`src/hw/rtl/aid_pkg.sv`:
```
// shared types and codes for the instruction decoder with barrel shifter
// no dependencies; used by aid_decode, aid_shifter and arm_instruction_decode
package aid_pkg;

  localparam int InWidth  = 104;
  localparam int OutWidth = 96;

  localparam logic [2:0] KIND_BRANCH      = 3'd0;
  localparam logic [2:0] KIND_TRANSFER    = 3'd1;
  localparam logic [2:0] KIND_MUL         = 3'd2;
  localparam logic [2:0] KIND_DATA        = 3'd3;
  localparam logic [2:0] KIND_HALT        = 3'd4;
  localparam logic [2:0] KIND_UNSUPPORTED = 3'd5;

  localparam logic [1:0] TOP_XFER  = 2'b01;
  localparam logic [1:0] TOP_BR    = 2'b10;
  localparam logic [1:0] TOP_COPRO = 2'b11;

  localparam logic [31:0] MUL_MASK  = 32'h0fc000f0;
  localparam logic [31:0] MUL_MATCH = 32'h00000090;

  localparam logic [3:0] COND_EQ = 4'd0;
  localparam logic [3:0] COND_NE = 4'd1;
  localparam logic [3:0] COND_CS = 4'd2;
  localparam logic [3:0] COND_CC = 4'd3;
  localparam logic [3:0] COND_MI = 4'd4;
  localparam logic [3:0] COND_PL = 4'd5;
  localparam logic [3:0] COND_VS = 4'd6;
  localparam logic [3:0] COND_VC = 4'd7;
  localparam logic [3:0] COND_HI = 4'd8;
  localparam logic [3:0] COND_LS = 4'd9;
  localparam logic [3:0] COND_GE = 4'd10;
  localparam logic [3:0] COND_LT = 4'd11;
  localparam logic [3:0] COND_GT = 4'd12;
  localparam logic [3:0] COND_LE = 4'd13;
  localparam logic [3:0] COND_AL = 4'd14;

  localparam logic [1:0] SHIFT_LSL = 2'd0;
  localparam logic [1:0] SHIFT_LSR = 2'd1;
  localparam logic [1:0] SHIFT_ASR = 2'd2;
  localparam logic [1:0] SHIFT_ROR = 2'd3;

  typedef struct packed {
    logic [31:0] offset_value;
    logic [5:0]  flag_bits;
    logic [3:0]  opcode_field;
    logic        regs_valid;
    logic [3:0]  second_reg;
    logic [3:0]  first_reg;
    logic [3:0]  dest_reg;
    logic        cond_pass;
    logic [2:0]  inst_kind;
  } dec_t;

  typedef struct packed {
    logic        shifted_carry;
    logic [31:0] shifted_value;
    dec_t        dec;
  } result_t;

  typedef struct packed {
    logic [31:0] rs_value;
    logic [31:0] rm_value;
    logic [3:0]  flags_nzcv;
    logic [31:0] instruction;
  } item_t;

endpackage

```
`src/hw/rtl/aid_decode.sv`:
```
// instruction classification, condition check and field extraction
// depends on aid_pkg
module aid_decode import aid_pkg::*; (
  input  logic [31:0] instruction,
  input  logic [3:0]  flags_nzcv,
  output dec_t        dec
);

  logic [2:0] kind;
  logic       n, z, c, v;
  logic       pass;
  logic [63:0] imm_rot;

  assign n = flags_nzcv[3];
  assign z = flags_nzcv[2];
  assign c = flags_nzcv[1];
  assign v = flags_nzcv[0];

  always_comb begin
    if (instruction[27:26] == TOP_BR) begin
      kind = KIND_BRANCH;
    end else if (instruction[27:26] == TOP_XFER) begin
      kind = KIND_TRANSFER;
    end else if (instruction[27:26] == TOP_COPRO) begin
      kind = KIND_UNSUPPORTED;
    end else if ((instruction & MUL_MASK) == MUL_MATCH) begin
      kind = KIND_MUL;
    end else if (instruction == 32'd0) begin
      kind = KIND_HALT;
    end else begin
      kind = KIND_DATA;
    end
  end

  always_comb begin
    case (instruction[31:28])
      COND_EQ: pass = z;
      COND_NE: pass = !z;
      COND_CS: pass = c;
      COND_CC: pass = !c;
      COND_MI: pass = n;
      COND_PL: pass = !n;
      COND_VS: pass = v;
      COND_VC: pass = !v;
      COND_HI: pass = c && !z;
      COND_LS: pass = !c || z;
      COND_GE: pass = (n == v);
      COND_LT: pass = (n != v);
      COND_GT: pass = (n == v) && !z;
      COND_LE: pass = (n != v) || z;
      COND_AL: pass = 1'b1;
      default: pass = 1'b0;
    endcase
  end

  // immediate rotated right by twice the rotate field
  assign imm_rot = {24'd0, instruction[7:0], 24'd0, instruction[7:0]}
                   >> {instruction[11:8], 1'b0};

  always_comb begin
    dec              = '0;
    dec.inst_kind    = kind;
    dec.cond_pass    = pass;
    dec.second_reg   = instruction[3:0];
    case (kind)
      KIND_DATA: begin
        dec.dest_reg     = instruction[15:12];
        dec.first_reg    = instruction[19:16];
        dec.regs_valid   = 1'b1;
        dec.opcode_field = instruction[24:21];
        dec.flag_bits    = {instruction[25], instruction[20], 4'b0000};
        dec.offset_value = imm_rot[31:0];
      end
      KIND_TRANSFER: begin
        dec.dest_reg     = instruction[15:12];
        dec.first_reg    = instruction[19:16];
        dec.regs_valid   = 1'b1;
        dec.flag_bits    = {instruction[25], 2'b00, instruction[24], instruction[23],
                            instruction[20]};
        dec.offset_value = {20'd0, instruction[11:0]};
      end
      KIND_MUL: begin
        dec.dest_reg     = instruction[19:16];
        dec.first_reg    = instruction[15:12];
        dec.regs_valid   = 1'b1;
        dec.flag_bits    = {1'b0, instruction[20], instruction[21], 3'b000};
      end
      KIND_BRANCH: begin
        dec.offset_value = {8'd0, instruction[23:0]};
      end
      default: begin
      end
    endcase
  end

endmodule

```
`src/hw/rtl/aid_shifter.sv`:
```
// barrel shifter for the operand register with carry out
// depends on aid_pkg
module aid_shifter import aid_pkg::*; (
  input  logic [31:0] instruction,
  input  logic        carry_in,
  input  logic [31:0] rm_value,
  input  logic [31:0] rs_value,
  output logic [31:0] shifted_value,
  output logic        shifted_carry
);

  logic [7:0]  amt;
  logic [4:0]  amt_lo;
  logic        big;
  logic        sign;
  logic [32:0] lsl_w;
  logic [32:0] lsr_w;
  logic [32:0] asr_w;
  logic [63:0] ror_w;

  assign amt    = instruction[4] ? rs_value[7:0] : {3'd0, instruction[11:7]};
  assign amt_lo = amt[4:0];
  assign big    = (amt[7:5] != 3'd0);
  assign sign   = rm_value[31];

  assign lsl_w = {1'b0, rm_value} << amt_lo;
  assign lsr_w = {rm_value, 1'b0} >> amt_lo;
  assign asr_w = 33'($signed({rm_value, 1'b0}) >>> amt_lo);
  assign ror_w = {rm_value, rm_value} >> amt_lo;

  always_comb begin
    shifted_value = rm_value;
    shifted_carry = carry_in;
    if (amt != 8'd0) begin
      case (instruction[6:5])
        SHIFT_LSL: begin
          if (!big) begin
            shifted_value = lsl_w[31:0];
            shifted_carry = lsl_w[32];
          end else begin
            shifted_value = 32'd0;
            shifted_carry = (amt == 8'd32) ? rm_value[0] : 1'b0;
          end
        end
        SHIFT_LSR: begin
          if (!big) begin
            shifted_value = lsr_w[32:1];
            shifted_carry = lsr_w[0];
          end else begin
            shifted_value = 32'd0;
            shifted_carry = (amt == 8'd32) ? sign : 1'b0;
          end
        end
        SHIFT_ASR: begin
          if (!big) begin
            shifted_value = asr_w[32:1];
            shifted_carry = asr_w[0];
          end else begin
            shifted_value = {32{sign}};
            shifted_carry = sign;
          end
        end
        default: begin
          shifted_value = ror_w[31:0];
          shifted_carry = ror_w[31];
        end
      endcase
    end
  end

endmodule

```
`src/hw/rtl/arm_instruction_decode.sv`:
```
// Instruction decoder with barrel shifter. Each item carries an instruction word, the NZCV
// flags and the Rm and Rs register values; each result gives the class, condition pass,
// register numbers, opcode, flag bits, offset and the shifted Rm with its carry. One item is
// taken every clock cycle while results are taken: the decode and shifter logic sits between
// an input register and an output register, so the result of an accepted item passes through
// both registers before it shows on the master side. While a result waits to be taken the input register
// still takes one more item, after which the slave side stalls until the result is taken.
// top level; depends on aid_pkg, aid_decode and aid_shifter
module arm_instruction_decode import aid_pkg::*; (
  input  logic                clk,
  input  logic                rst,
  input  logic                s_axis_tvalid,
  output logic                s_axis_tready,
  // instruction[31:0], flags_nzcv[35:32], rm_value[67:36], rs_value[99:68], zero pad
  input  logic [InWidth-1:0]  s_axis_tdata,
  output logic                m_axis_tvalid,
  input  logic                m_axis_tready,
  // inst_kind[2:0], cond_pass[3], dest_reg[7:4], first_reg[11:8], second_reg[15:12],
  // regs_valid[16], opcode_field[20:17], flag_bits[26:21], offset_value[58:27],
  // shifted_value[90:59], shifted_carry[91], zero pad
  output logic [OutWidth-1:0] m_axis_tdata
);

  logic    in_valid;
  item_t   in_item;
  logic    out_valid;
  result_t out_res;
  logic    adv_out;
  result_t res_next;
  dec_t    dec;
  logic [31:0] shv;
  logic        shc;

  assign adv_out       = !out_valid || m_axis_tready;
  assign s_axis_tready = !in_valid || adv_out;

  always_ff @(posedge clk) begin
    if (rst) begin
      in_valid <= 1'b0;
    end else if (s_axis_tready) begin
      in_valid <= s_axis_tvalid;
    end
  end

  always_ff @(posedge clk) begin
    if (s_axis_tvalid && s_axis_tready) begin
      in_item <= item_t'(s_axis_tdata[$bits(item_t)-1:0]);
    end
  end

  aid_decode u_decode (
    .instruction (in_item.instruction),
    .flags_nzcv  (in_item.flags_nzcv),
    .dec         (dec)
  );

  aid_shifter u_shifter (
    .instruction   (in_item.instruction),
    .carry_in      (in_item.flags_nzcv[1]),
    .rm_value      (in_item.rm_value),
    .rs_value      (in_item.rs_value),
    .shifted_value (shv),
    .shifted_carry (shc)
  );

  always_comb begin
    res_next.dec           = dec;
    res_next.shifted_value = shv;
    res_next.shifted_carry = shc;
  end

  always_ff @(posedge clk) begin
    if (rst) begin
      out_valid <= 1'b0;
    end else if (adv_out) begin
      out_valid <= in_valid;
    end
  end

  always_ff @(posedge clk) begin
    if (adv_out && in_valid) begin
      out_res <= res_next;
    end
  end

  assign m_axis_tvalid = out_valid;
  assign m_axis_tdata  = {{(OutWidth - $bits(result_t)){1'b0}}, out_res};

  a_accept_fills: assert property (@(posedge clk) disable iff (rst)
    (s_axis_tvalid && s_axis_tready) |=> in_valid)
    else $error("accepted item not held in input register");

  a_stage_moves: assert property (@(posedge clk) disable iff (rst)
    (in_valid && adv_out) |=> out_valid)
    else $error("decoded item lost between stages");

  a_result_holds: assert property (@(posedge clk) disable iff (rst)
    (out_valid && !m_axis_tready) |=> (out_valid && $stable(out_res)))
    else $error("stalled result changed");

  a_halt_clean: assert property (@(posedge clk) disable iff (rst)
    (out_valid && out_res.dec.inst_kind == KIND_HALT) |->
      (!out_res.dec.regs_valid && out_res.dec.offset_value == 32'd0))
    else $error("halt result carries register or offset fields");

endmodule

```
`config.mk`:
```
export PLATFORM = sky130hd
export DESIGN_NAME = arm_instruction_decode
export DESIGN_NICKNAME = d
export VERILOG_FILES = /design/src/hw/rtl/aid_pkg.sv /design/src/hw/rtl/aid_decode.sv /design/src/hw/rtl/aid_shifter.sv /design/src/hw/rtl/arm_instruction_decode.sv
export SDC_FILE = /design/constraint.sdc
export NUM_CORES = 1
export LEC_CHECK = 0
export BUFFER_PORTS_ARGS = -buffer_cell sky130_fd_sc_hd__buf_2
export CAP_MARGIN = 20
export CORE_MARGIN = 5
export CORE_UTILIZATION = 27
export DETAILED_ROUTE_END_ITERATION = 10
export PLACE_DENSITY = 0.51
export SLEW_MARGIN = 20
export SYNTH_ARGS = -nofsm -noshare
export SYNTH_HDL_FRONTEND = slang
export SYNTH_SLANG_ARGS = --single-unit
```
`constraint.sdc`:
```
create_clock -name clk -period 6.3 [get_ports clk]
set_input_delay 1.575 -clock clk [delete_from_list [all_inputs] [get_ports clk]]
set_output_delay 1.575 -clock clk [all_outputs]
set_load 0.02 [all_outputs]
```
==> impl_results.md, run 1 <==
* Critical path capture point type: flip-flop
* Area of the multi-input gates at 0.00659 mm²
* Arrival time worst endpoint at 4.47 ns
* Share of cells above drive strength 1 at 26.4%
* Clock skew at 0.0218 ns
* Synth Cell Area at 0.0122 mm²
* Tcrit/Tclk final at 67.5%
* Post-synth EDFFs at 168
* Drt drc at 0
* PostCTS Resize Cnt at 0
* Crit-path max cell delay at 0.89 ns
* Slew @ Worst Pin at 1.17 ns
* Most frequent cells in the layout: 173 x buf_2, 168 x edfxtp_1, 112 x nor2_1
* Worst-path maximum fanout at 48
* I/O Pins at 206
* Rows at 78
* Worst slew margin at 21.7%
* Max Cap Viol at 0
* Startpoint type of the worst setup path: flip-flop
* Worst endpoint required time at 6.51 ns
* P_leak at 0.00513 µW
* Initial Util at 27.1%
* Die height at 223 µm
* Final hold violation count at 0
* DR vias/cell at 5.89
* Iter 0 DRT Violations at 1,563
* Core area at 0.0451 mm²
* Total routed wirelength at 51.6 mm
* Hold_sp: in_valid
* Met3 Use GR at 5.43%
* DIE AREA at 0.0496 mm²
* GR Layer Usage met2 at 29.7%
* Pwr dens at 247 mW/mm²
* Hold_buf cts at 0
* Busiest grt layer: met2
* Setup Buffers After CTS at 0
* Cells after synthesis at 1,154
* Cts bufs inserted at 17
* Commonest non-fill, non-tap cell in the layout: buf_2
* Congestion Overflow GR at 0
* Slew Viols, Final at 0
* CTS Buffer Depth at 2
* H-tree depth at 4
* Largest net degree at the start of global routing at 93
* Async SR Flop Fraction at 0%
* PortBufs at 173
* Post-detail-place hpwl at 37.4 mm
* Grt met1 use at 28.9%
* Slowest library cell on the worst path: mux2_4
* Root Driver: clkbuf_16
* Avg Inst Size Synth at 10.6 µm²
* Register area at 0.00508 mm²
* # setup viols final at 0
* Setup TNS at 0 ns
* R2r startpoint: in_item[7]
* DR pass1 iterations at 5
* Min Tclk post-route at 4.25 ns
* Fin util at 31.3%
* Sink Count at 170
* Final #Nets at 1,374
* RSZ-0062 raised after global routing: false
* Global-route wire length before repair at 75.4 mm
* Die width at 223 µm
* Seq/Total Area, Yosys at 41.6%
* Worst Hold Class: reg -> reg
* CTS tree: yes
* Synth Register Bits at 170
* F_max at 235 MHz
* CP startpoint: in_item[7]
* Vias in the first global route at 10.5k
* Fillers at 4,663
* Synth Flop Type: edfxtp_1
* Gr usage total at 20.3%
* CP Cell Sequence: mux2_4, mux4_2, mux2i_1, a211oi_1, a2111oi_0, o21ai_1, o22a_1
* CP top delay family: multiplexers
* Initial antenna violation count at 2
* WL/cell at 27.5 µm
* Area Overhead vs Synth at 15.7%
* Synth warnings at 0
* Gpl congestion at 0.984
* Crit path kind: reg -> reg
* WP buf/inv at 0
* Reg clk slew, reported paths at 0.08 ns
* Worst skew pair latency at 0.48 ns
* Maximum VDD drop at 0.146 mV
* Antenna viol nets, final at 0
* Total vias in the final route at 11.1k
* Status: finished, final reports clean
* Distinct cell type count after synthesis at 72
## layout make-up
type	instances	area share (%)
inverters	6	0.159
diodes	1	0.0177
clock buffers	17	3.01
repair buffers	200	7.65
multi-input cells	867	46.6
well taps	600	5.31
clock inverters	15	1.25
flip-flops and latches	170	36.0
## per-stage QoR
stage | cells | total power (µW) | setup WS [ns] | cell area, µm² | hold slack (ns)
finish | 1876 | 3480 | 2.05 | 14100 | 0.528
global route | 1875 | 3620 | 1.99 | 14100 | 0.561
CTS | 1875 | 3490 | 2.06 | 14100 | 0.527
detailed placement | 1843 | 2380 | 2.08 | 13500 | 0.513
global placement | 1843 | 2380 | 2.08 | 13500 | 0.517
floorplan | 1157 | 2050 | 0.0139 | 12200 | 0.478
## cells in the mapped netlist, types with 16 or more instances
master,count,area [µm²]
nand2_1,111,417
edfxtp_1,168,5040
o21ai_0,76,380
a31oi_1,26,163
buf_2,24,120
mux2i_1,91,911
a22oi_1,18,135
and2_1,17,106
mux4_2,61,1370
nor3_1,23,115
nor2_1,112,420
o22ai_1,16,100
nand3_1,27,135
a21oi_1,50,250
clkbuf_1,65,244
mux2_2,19,214
## path summary, 6_finish.rpt
check,endpoint,slack (ns),cells after the start
max,m_axis_tdata[88],2.05,7
min,m_axis_tvalid,0.53,2
max reg2reg,m_axis_tdata[88],2.05,7
min reg2reg,m_axis_tvalid,0.53,2
## where the power goes
part	internal (µW)	switching (µW)
sequential	1330	88.9
clock	568	532
combinational	343	618
## worst register-to-register path: cells and delay by family (launching register included)
kind	cells	cell delay (ns)
AO/OA/AOI/OAI	4	1.40
flip-flops	1	0.72
multiplexers	3	1.89
## flip-flops by register name, indices dropped and copies added (netlist names)
name           count
in_item           76
in_valid           1
m_axis_tdata      92
m_axis_tvalid      1
## cell families after synthesis
| family | after synthesis | share of synthesized area, % |
|---|---|---|
| XOR/XNOR | 2 | 0.143 |
| AO/OA/AOI/OAI | 324 | 17.9 |
| other | 1 | 0.0307 |
| flip-flops | 170 | 41.6 |
| buffers and inverters | 120 | 4.67 |
| multiplexers | 181 | 22.2 |
| adder cells (fa/ha/maj) | 4 | 0.410 |
| AND/OR/NAND/NOR | 352 | 13.0 |
## layer usage
metal,routed length (µm),up-vias,part of all wire [%]
li1,-,4738,-
met1,22300,5538,43
met2,22600,666,44
met3,4970,115,9.6
met4,1640,2,3.2
met5,12,-,0.023
Power figures use the tool's default switching activity.
==> inputs of run 2 (changes only) <==
ABC_AREA = 1   (was not set)
PLACE_DENSITY = 0.49   (was 0.51)
clock period = 4.3 ns   (was 6.3 ns; I/O delays follow)
==> run 2 against run 1 <==
Against the previous run: clock power is 45% higher; sequential power is 42% higher; maximum frequency is 25% higher; setup slack worse by 1.1 ns; cell area is 2.2% lower; synthesized area is 2.9% lower; critical path depth is 4 higher; register-to-register slack worse by 1.1 ns; hold slack worse by 0.0035 ns; sequential share of layout area is 0.79 points higher; die area is 2.8% lower; first-iteration DRC count is 9.6% lower; critical endpoint is now m_axis_tdata[91].
==> impl_results.md, run 2 <==
* WL/cell at 20.7 µm (was 27.5 µm)
* Total routed wirelength at 48.6 mm (was 51.6 mm)
* Reg clk slew, reported paths at 0.07 ns (was 0.08 ns)
* Synth area leader: edfxtp_1 (unchanged)
* Final hold violation count at 0 (unchanged)
* Async SR Flop Fraction at 0% (unchanged)
* Vias in the first global route at 11.4k (was 10.5k)
* R2r worst-path depth at 11 (was 7)
* R2r setup slk at 0.91 ns (was 2.05 ns)
* Die width at 220 µm (was 223 µm)
* Place WS at 0.937 ns (was 2.08 ns)
* Initial Util at 27.4% (was 27.1%)
* Worst slew margin at 31.8% (was 21.7%)
* Worst skew pair latency at 0.48 ns (about the same)
* H-tree depth at 4 (unchanged)
* Sink Count at 170 (unchanged)
* Antenna viol nets, final at 0 (unchanged)
* Cts bufs inserted at 17 (unchanged)
* Core area at 0.0433 mm² (was 0.0451 mm²)
* Final #Nets at 1,867 (was 1,374)
* WP buf/inv at 3 (was 0)
* Share of cells above drive strength 1 at 15.6% (was 26.4%)
* CP Cell Sequence: inv_2, o21ai_2, inv_2, o21ai_1, inv_1, nor2_1, nand2_1, nand2_1, nand2_1, nor2_1, nor2_1 (was mux2_4, mux4_2, mux2i_1, a211oi_1, a2111oi_0, o21ai_1, o22a_1)
* PostCTS Resize Cnt at 0 (unchanged)
* Synth Register Bits at 170 (unchanged)
* Hold_buf cts at 0 (unchanged)
* Min Tclk post-route at 3.39 ns (was 4.25 ns)
* PortBufs at 173 (unchanged)
* Area Overhead vs Synth at 16.6% (was 15.7%)
* I/O Pins at 206 (unchanged)
* R2r startpoint: in_item[4] (was in_item[7])
* Fin util at 32.0% (was 31.3%)
* Tcrit/Tclk final at 78.8% (was 67.5%)
* Total vias in the final route at 12.3k (was 11.1k)
* CTS tree: yes (unchanged)
* Initial antenna violation count at 2 (unchanged)
* Fillers at 4,723 (was 4,663)
* Avg Inst Size Synth at 7.29 µm² (was 10.6 µm²)
* Synth Flop Type: edfxtp_1 (unchanged)
* Rows at 76 (was 78)
* Synth cell count leaders: 500 x nand2_1, 396 x nand3_1, 168 x edfxtp_1 (was 168 x edfxtp_1, 112 x nor2_1, 111 x nand2_1)
* Drt drc at 0 (unchanged)
* RR Endpoint: m_axis_tdata[91] (was m_axis_tdata[88])
* DR vias/cell at 5.25 (was 5.89)
* Overall Power at 5000 µW (was 3480 µW)
* Critical path capture point type: flip-flop (unchanged)
* Root Driver: clkbuf_16 (unchanged)
* Commonest non-fill, non-tap cell in the layout: nand2_1 (was buf_2)
* Cells after synthesis at 1,627 (was 1,154)
* Final WS setup at 0.911 ns (was 2.05 ns)
* Worst endpoint required time at 4.54 ns (was 6.51 ns)
* Pwr dens at 362 mW/mm² (was 247 mW/mm²)
* Global-route wire length before repair at 72.3 mm (was 75.4 mm)
* Synth warnings at 0 (unchanged)
* Hold Crit Endpoint: m_axis_tvalid (unchanged)
* Seq/Total Area, Yosys at 42.9% (was 41.6%)
* DR pass1 iterations at 6 (was 5)
* Clock skew at 0.00988 ns (was 0.0218 ns)
* Arrival time worst endpoint at 3.63 ns (was 4.47 ns)
* Iter 0 DRT Violations at 1,413 (was 1,563)
* RSZ-0062 raised after global routing: false (unchanged)
* Maximum VDD drop at 0.359 mV (was 0.146 mV)
* Status: finished, final reports clean (unchanged)
* Hold_sp: m_axis_tvalid (was in_valid)
* Die height at 220 µm (was 223 µm)
* Hold Slack at 0.525 ns (was 0.528 ns)
* Worst Hold Class: reg -> reg (unchanged)
* Setup Buffers After CTS at 0 (unchanged)
* Slowest library cell on the worst path: edfxtp_1 (was mux2_4)
* Area of the multi-input gates at 0.00589 mm² (was 0.00659 mm²)
* Most common cell in the netlist: nand2_1 (was edfxtp_1)
* Register area at 0.00508 mm² (unchanged)
* Ranking of synthesized cells by area: edfxtp_1 43%, nand3_1 17%, nand2_1 16% (was edfxtp_1 41%, mux4_2 11%, mux2i_1 7.5%)
* CP top delay family: compound AO/OA/AOI/OAI gates (was multiplexers)
* Post-synth EDFFs at 168 (unchanged)
* DIE AREA at 0.0482 mm² (was 0.0496 mm²)
* Max Cap Viol at 0 (unchanged)
* Max FFs per register at 92 (unchanged)
* F_max at 295 MHz (was 235 MHz)
* Synth Cell Area at 0.0119 mm² (was 0.0122 mm²)
* Post-detail-place hpwl at 36.9 mm (was 37.4 mm)
* CTS Buffer Depth at 2 (unchanged)
* Setup TNS at 0 ns (unchanged)
* Congestion Overflow GR at 0 (unchanged)
* Crit-path max cell delay at 0.76 ns (was 0.89 ns)
* Hold Path Cell Cnt at 2 (unchanged)
* Crit path kind: reg -> reg (unchanged)
* Largest net degree at the start of global routing at 93 (unchanged)
* Distinct cell type count after synthesis at 50 (was 72)
* Slew Viols, Final at 0 (unchanged)
* Worst-path maximum fanout at 13 (was 48)
* Most frequent cells in the layout: 500 x nand2_1, 396 x nand3_1, 173 x buf_2 (was 173 x buf_2, 168 x edfxtp_1, 112 x nor2_1)
* # setup viols final at 0 (unchanged)
* Startpoint type of the worst setup path: flip-flop (unchanged)
* Gpl congestion at 1.01 (was 0.984)
* Slew @ Worst Pin at 1.02 ns (was 1.17 ns)
* Post-synth top area share at 42.5% (was 41.3%)
* Gr usage total at 20.0% (was 20.3%)
* P_leak at 0.00614 µW (was 0.00513 µW)
run 2: worst max path at each step:
| stage | startpoint | endpoint | slack, ns | cells past startpoint |
|---|---|---|---|---|
| floorplan | m_axis_tready | m_axis_tdata[0] | 0.05 | 2 |
| global placement | in_item[4] | m_axis_tdata[91] | 0.96 | 11 |
| finish | in_item[4] | m_axis_tdata[91] | 0.91 | 11 |
| CTS | in_item[4] | m_axis_tdata[91] | 0.93 | 11 |
| global route | in_item[4] | m_axis_tdata[85] | 0.69 | 13 |
| detailed placement | in_item[4] | m_axis_tdata[91] | 0.94 | 11 |
run 2: power by group:
group | leakage [µW] | switching (µW) | total [µW] | internal [µW]
registers | 0.00166 | 61.0 | 2010 | 1950
clock network | 0.000281 | 733 | 1600 | 863
logic | 0.00421 | 1020 | 1400 | 377
total | 0.00614 | 1820 | 5000 | 3190
run 2: routing by layer:
metal / vias up / global-route usage [%] / part of all wire [%]
met5: - / 0 / 0.014
met4: 2 / 5.92 / 2.2
met3: 67 / 5.28 / 9.2
met2: 565 / 29.8 / 44
met1: 5875 / 28.4 / 45
li1: 5840 / - / -
run 2: metrics by stage:
| step | instance area [µm²] | std cells |
|---|---|---|
| 2_1_floorplan | 11900 | 1630 |
| 3_3_place_gp | 13200 | 2321 |
| 3_5_place_dp | 13200 | 2321 |
| 4_1_cts | 13800 | 2352 |
| 5_1_grt | 13800 | 2353 |
| 6_report | 13800 | 2353 |
run 2: layout make-up:
class	count	area share [%]
Clock buffer	17	3.08
Inverter	122	3.33
Multi-Input combinational cell	1250	42.6
Antenna cell	1	0.0181
Tap cell	585	5.29
Sequential cell	170	36.8
Timing Repair Buffer	194	7.76
Clock inverter	14	1.19
run 2: worst reg2reg max path, delay by kind of cell, from the launching register on:
| kind | cells | cell delay (ns) |
|---|---|---|
| buffers and inverters | 3 | 0.86 |
| and+or+nand+nor | 6 | 0.68 |
| AOI/OAI and AO/OA | 2 | 0.85 |
| DFF | 1 | 0.76 |
run 2: cells by family after synthesis:
logic type      after synthesis  share of synthesized area [%]
simple gates               1056                           39.5
buf+inv                     210                           7.78
compound gates              183                           9.17
flops                       170                           42.9
fa+ha+maj                     4                          0.422
mux                           2                          0.169
other cells                   1                         0.0316
xor+xnor                      1                         0.0739
